--- config.mk ---
export PLATFORM = sky130hd
export DESIGN_NAME = brdq_ram
export DESIGN_NICKNAME = d
export VERILOG_FILES = /design/src/rtl/byte_record_deque_defines.svh /design/src/rtl/brdq_pkg.sv /design/src/rtl/brdq_ram.sv
export SDC_FILE = /design/constraint.sdc
export NUM_CORES = 1
export LEC_CHECK = 0
export ABC_AREA = 1
export BUFFER_PORTS_ARGS = -buffer_cell sky130_fd_sc_hd__buf_2
export CORE_MARGIN = 4
export CORE_UTILIZATION = 55
export DETAILED_ROUTE_END_ITERATION = 10
export GPL_ROUTABILITY_DRIVEN = 0
export PLACE_DENSITY = 0.77
export SLEW_MARGIN = 10
export SYNTH_ARGS = -nofsm -noshare
export SYNTH_HDL_FRONTEND = slang
export SYNTH_SLANG_ARGS = --single-unit
--- constraint.sdc ---
create_clock -name clk -period 2.88 [get_ports clk]
set_input_delay 0.144 -clock clk [delete_from_list [all_inputs] [get_ports clk]]
set_output_delay 0.144 -clock clk [all_outputs]
set_load 0.005 [all_outputs]
--- src/rtl/byte_record_deque_defines.svh ---
// Assertion macros for the byte record deque.
`ifndef BYTE_RECORD_DEQUE_DEFINES_SVH
`define BYTE_RECORD_DEQUE_DEFINES_SVH

// Same-cycle implication, sampled on clk, off during reset.
`define BRDQ_ASSERT_NOW(lbl, ante, cons, msg) \
    lbl: assert property (@(posedge clk) disable iff (!rst_n) (ante) |-> (cons)) \
        else $error(msg);

// Next-cycle implication, sampled on clk, off during reset.
`define BRDQ_ASSERT_NEXT(lbl, ante, cons, msg) \
    lbl: assert property (@(posedge clk) disable iff (!rst_n) (ante) |=> (cons)) \
        else $error(msg);

`endif

--- src/rtl/brdq_pkg.sv ---
// Package: types and constants for the byte record deque.
package brdq_pkg;

    localparam int DEPTH_DEF     = 16;
    localparam int MAX_BYTES_DEF = 64;
    localparam int BYTE_W        = 8;
    localparam int COUNT_W       = 5;

    typedef enum logic [2:0] {
        OP_PUSH_FRONT = 3'd0,
        OP_PUSH_BACK  = 3'd1,
        OP_POP_FRONT  = 3'd2,
        OP_POP_BACK   = 3'd3,
        OP_CLEAR      = 3'd4
    } opcode_t;

    typedef enum logic [1:0] {
        ST_OK    = 2'd0,
        ST_EMPTY = 2'd1,
        ST_FULL  = 2'd2,
        ST_TRUNC = 2'd3
    } status_t;

    typedef enum logic [1:0] {
        PEND_NONE  = 2'd0,
        PEND_FRONT = 2'd1,
        PEND_BACK  = 2'd2,
        PEND_DROP  = 2'd3
    } pend_t;

    typedef enum logic [1:0] {
        FSM_IDLE   = 2'd0,
        FSM_LEN    = 2'd1,
        FSM_STREAM = 2'd2
    } fsm_t;

endpackage

--- src/rtl/brdq_ram.sv ---
// Generic single-write, single-read RAM with registered read data.
module brdq_ram #(
    parameter int WIDTH = brdq_pkg::BYTE_W,
    parameter int DEPTH = brdq_pkg::DEPTH_DEF
) (
    input  logic                     clk,
    input  logic                     wr_en,
    input  logic [$clog2(DEPTH)-1:0] wr_addr,
    input  logic [WIDTH-1:0]         wr_data,
    input  logic                     rd_en,
    input  logic [$clog2(DEPTH)-1:0] rd_addr,
    output logic [WIDTH-1:0]         rd_data
);

    logic [WIDTH-1:0] mem [DEPTH];

    always_ff @(posedge clk)
    begin
        if (wr_en)
        begin
            mem[wr_addr] <= wr_data;
        end
        if (rd_en)
        begin
            rd_data <= mem[rd_addr];
        end
    end

endmodule

## After elaboration in Yosys (flattened, before gate mapping)

Memory sizes are Yosys's and may differ from the RTL's. A register that Yosys moved wholly into a read port is not among the register bits.
Index checks and enable logic that the tools add are counted.

- Register bits after elaboration: 0
- Memory bits (writable): 128
- Bits of input ports: 19
- Output and inout port bits: 8
- Logic and storage cells: 3
- Memories: 1

Memory list:

| name | depth | bits a word | read ports | clocked after Yosys merged registers in | wr ports | RTL line | text |
|---|---|---|---|---|---|---|---|
| mem | 16 | 8 | 1 | 1 | 1 | brdq_ram.sv:15 | `logic [WIDTH-1:0] mem [DEPTH];` |

- Mux-type cells: 2

Operators by type and width:

| operator | number |
|---|---|
| 2-to-1 mux 1 bit | 2 |

## Longest topological paths before layout

- Depth in word-level cells: 2
- Gate-level depth with buffers: 8
- Mapped depth without buffers: 7

## Worst setup path after synthesis

OpenSTA, ideal clock, no wires.

- Path type: in2reg
- From: input wr_addr[2]
- To: memory mem[10][0] (netlist name) (enable)
- Library setup time: 370 ps
- Data arrival time: 725 ps
- Required time: 2510 ps
- Setup slack: 1785 ps
- Cell stages on the path: 2
- Buffers on the path: 0
- Cell sequence: nand3b_1 -> nor2_1

RTL lines:

| item | RTL line | text |
|---|---|---|
| start, declared | brdq_ram.sv:8 | `input logic [$clog2(DEPTH)-1:0] wr_addr,` |
| end, declared | brdq_ram.sv:15 |  |

Straight into the memory's write port.

==> impl_metrics.toml <==
[run_status]
outcome = "finished clean"

[setup_path]
critPathMaxFanout = 64
crit_chain = "buf_2 > inv_2 > buf_4 > nand2_1 > nand3_1 > nand3_1 > nand3_1 > nand2_1"
required_ns = 3.15
crit_arrival_ns = 1.69
crit_top_cell = "nand3_1"
reg2reg_slack_ns = 1.67
cp_top_family = "buffers and inverters"
cp_num_buf_inv = 3
critPathSlowestCell = "buf_4"
cp-end-kind = "register"
startpoint_type = "input port"
worstSetupPathType = "input port to register"
critPathMaxStageDelay_ns = 0.54

[synthesis]
yosys.area_share.simple = 0.208
synth_xor_area_frac = 0
syn_nets = 570
synth_top_cell_by_area = "edfxtp_1"
synth_compound_area_frac = 0
netlist.area_leader.share = 0.698
synth_edf_count = 136
ys_seq_area_frac = 0.698
yosys_warnings = 0
synth_top_family_by_area = "simple AND/OR/NAND/NOR gates"
synth_fa_ha_area_frac = 0
muxShareOfSynthArea = 0
synthesis.instances = 551
synth_seq_cells = 136
yosys_most_used_dff = "edfxtp_1"
synth_common_cells = "nand2_1, edfxtp_1, inv_1, nand3_1, nor2_1"
synth_area_um2 = 5850
yosysUniqueCellTypes = 11
synth.most_common_cell = "nand2_1"
synth_area_leaders = "edfxtp_1, nand2_1, nand3_1"
synth.avg_cell_area_um2 = 10.6
async_reset_ff_frac = 0

[cells_and_area]
drive_above_1_share = 0.100
regArea_um2 = 4080
antenna_cells = 0
finalNetCount = 595
stdcell_area_um2 = 6610
multi_input_area_um2 = 1210
fillCellCount = 788
syn2layout_area_growth_pct = 13.1

[clocking]
clkSlewWorstSetupHoldPaths_ns = 0.06
clk_path_buf_depth = 2
clock_sinks = 136
cts_tree = "yes"
insertion_delay_ns = 0.52
root_buffer = "clkbuf_8"
cts-htree-levels = 4
cts_buffers = 17
cts_resized = 0

[timing]
fin_tns_setup_ns = 0
finalSetupViolCount = 0
hold_viol_final = 0
max_freq_mhz = 703
fin_ws_ns = 1.46
slew_viol_final = 0
min_period_ns = 1.42
worst_pin_slew_ns = 0.871
skew_ns = 0.00904
fin_crit_sh = 0.494
maxSlewHeadroom = 0.417
rsz0062_at_grt = "false"

[hold_path]
hp-class = "input port to register"

[run]
cap_violations = 0

[placement]
dpl.hpwl_um = 7680
post-place-ws_ns = 0.996
placed_area_um2 = 6000
port_buffers = 26

[routing]
drc = 0
ant_nets = 0
dr.pass1.iters = 5
routed_wl_um = 12800
routedWlPerCell_um = 17.7
vias = 3889
viasPerCell = 5.36
drt_iter0_markers = 435

[die]
start_util = 0.566
die_h_um = 111
ioPinCount = 27
fp.coreArea_um2 = 10300
rows = 37
fp.dieArea_um2 = 12300
die_w_um = 111

[global_route]
grt-ovfl-total = 0
antenna_found_initial = 0
track_usage = 0.216
grt_max_degree = 65
grt_pass1_wl_um = 20300
grt_pass1_vias = 3894

[power_and_ir_drop]
power.leakage_nw = 2.83
max-vdd-ir-drop_mv = 0.399
powerDensity_nw_per_um2 = 707
==> cell families after synthesis <==
logic type | Yosys count
AND/OR/NAND/NOR | 289
buffers and inverters | 126
flip-flops | 136
==> state kept, by name, indices dropped and copies added, names as in the netlist <==
signal / count
mem: 128
rd_data: 8
==> timing repair <==
item                                   CTS  global route
setup endpoints to repair                0             0
endpoints found under the hold margin    8             0
buffers inserted                         0             0
hold buffers                             1             0
==> power by group <==
| group | switching [W] | internal, W |
|---|---|---|
| registers | 0.0000128 | 0.00223 |
| clock network | 0.000781 | 0.00139 |
| logic | 0.000187 | 0.0000695 |
| total | 0.000981 | 0.00369 |
==> area by class of cell <==
cell class | instances | area share
flip-flops and latches | 136 | 0.618
well taps | 136 | 0.0257
multi-input cells | 289 | 0.184
clock inverters | 14 | 0.0274
inverters | 102 | 0.0579
repair buffers | 30 | 0.0246
clock buffers | 18 | 0.0632
==> per-layer routing <==
| layer | vias to the layer above | GRT usage | part of all wire |
|---|---|---|---|
| li1 | 1829 | - | - |
| met1 | 1866 | 0.294 | 0.42 |
| met2 | 176 | 0.341 | 0.49 |
| met3 | 18 | 0.0600 | 0.081 |
| met4 | 0 | 0.0665 | 0.011 |
| met5 | - | 0 | 0 |
==> worst paths after layout <==
check                           depth (start not counted)          to  startpoint
worst min register to register                          6  rd_data[3]  mem[10][3]
worst min-delay path                                    1   mem[3][5]  wr_data[5]
worst max-delay path                                    8  rd_data[2]  rd_addr[0]
worst max register to register                          6  rd_data[2]   mem[3][2]
==> per-stage QoR <==
step / power [W] / hold slack, ns / std cells / utilization
2_1_floorplan: 0.00244 / 0.243 / 551 / -
3_5_place_dp: 0.00253 / 0.508 / 692 / 0.582
4_1_cts: 0.00469 / 0.0400 / 725 / 0.641
5_1_grt: 0.00482 / 0.0360 / 725 / 0.641
3_3_place_gp: 0.00253 / 0.505 / 692 / 0.582
6_report: 0.00468 / 0.0472 / 725 / 0.641
==> layout by cell type, fill, tap and decap left out <==
master         synthesis  layout
clkinv_4               0       2
inv_1                100     100
bufinv_16              0       4
edfxtp_1             136     136
nand2_1              173     173
buf_4                  4       3
clkinv_1               0       3
inv_2                  2       2
nor2_1                17      17
clkbuf_8               0       1
nand3_1               97      97
clkinvlp_4             0       3
nand3b_1               2       2
clkinv_2               0       2
buf_2                 13      26
clkbuf_1               0       1
clkbuf_16              0      16
dlygate4sd3_1          0       1
Power figures use the tool's default switching activity.
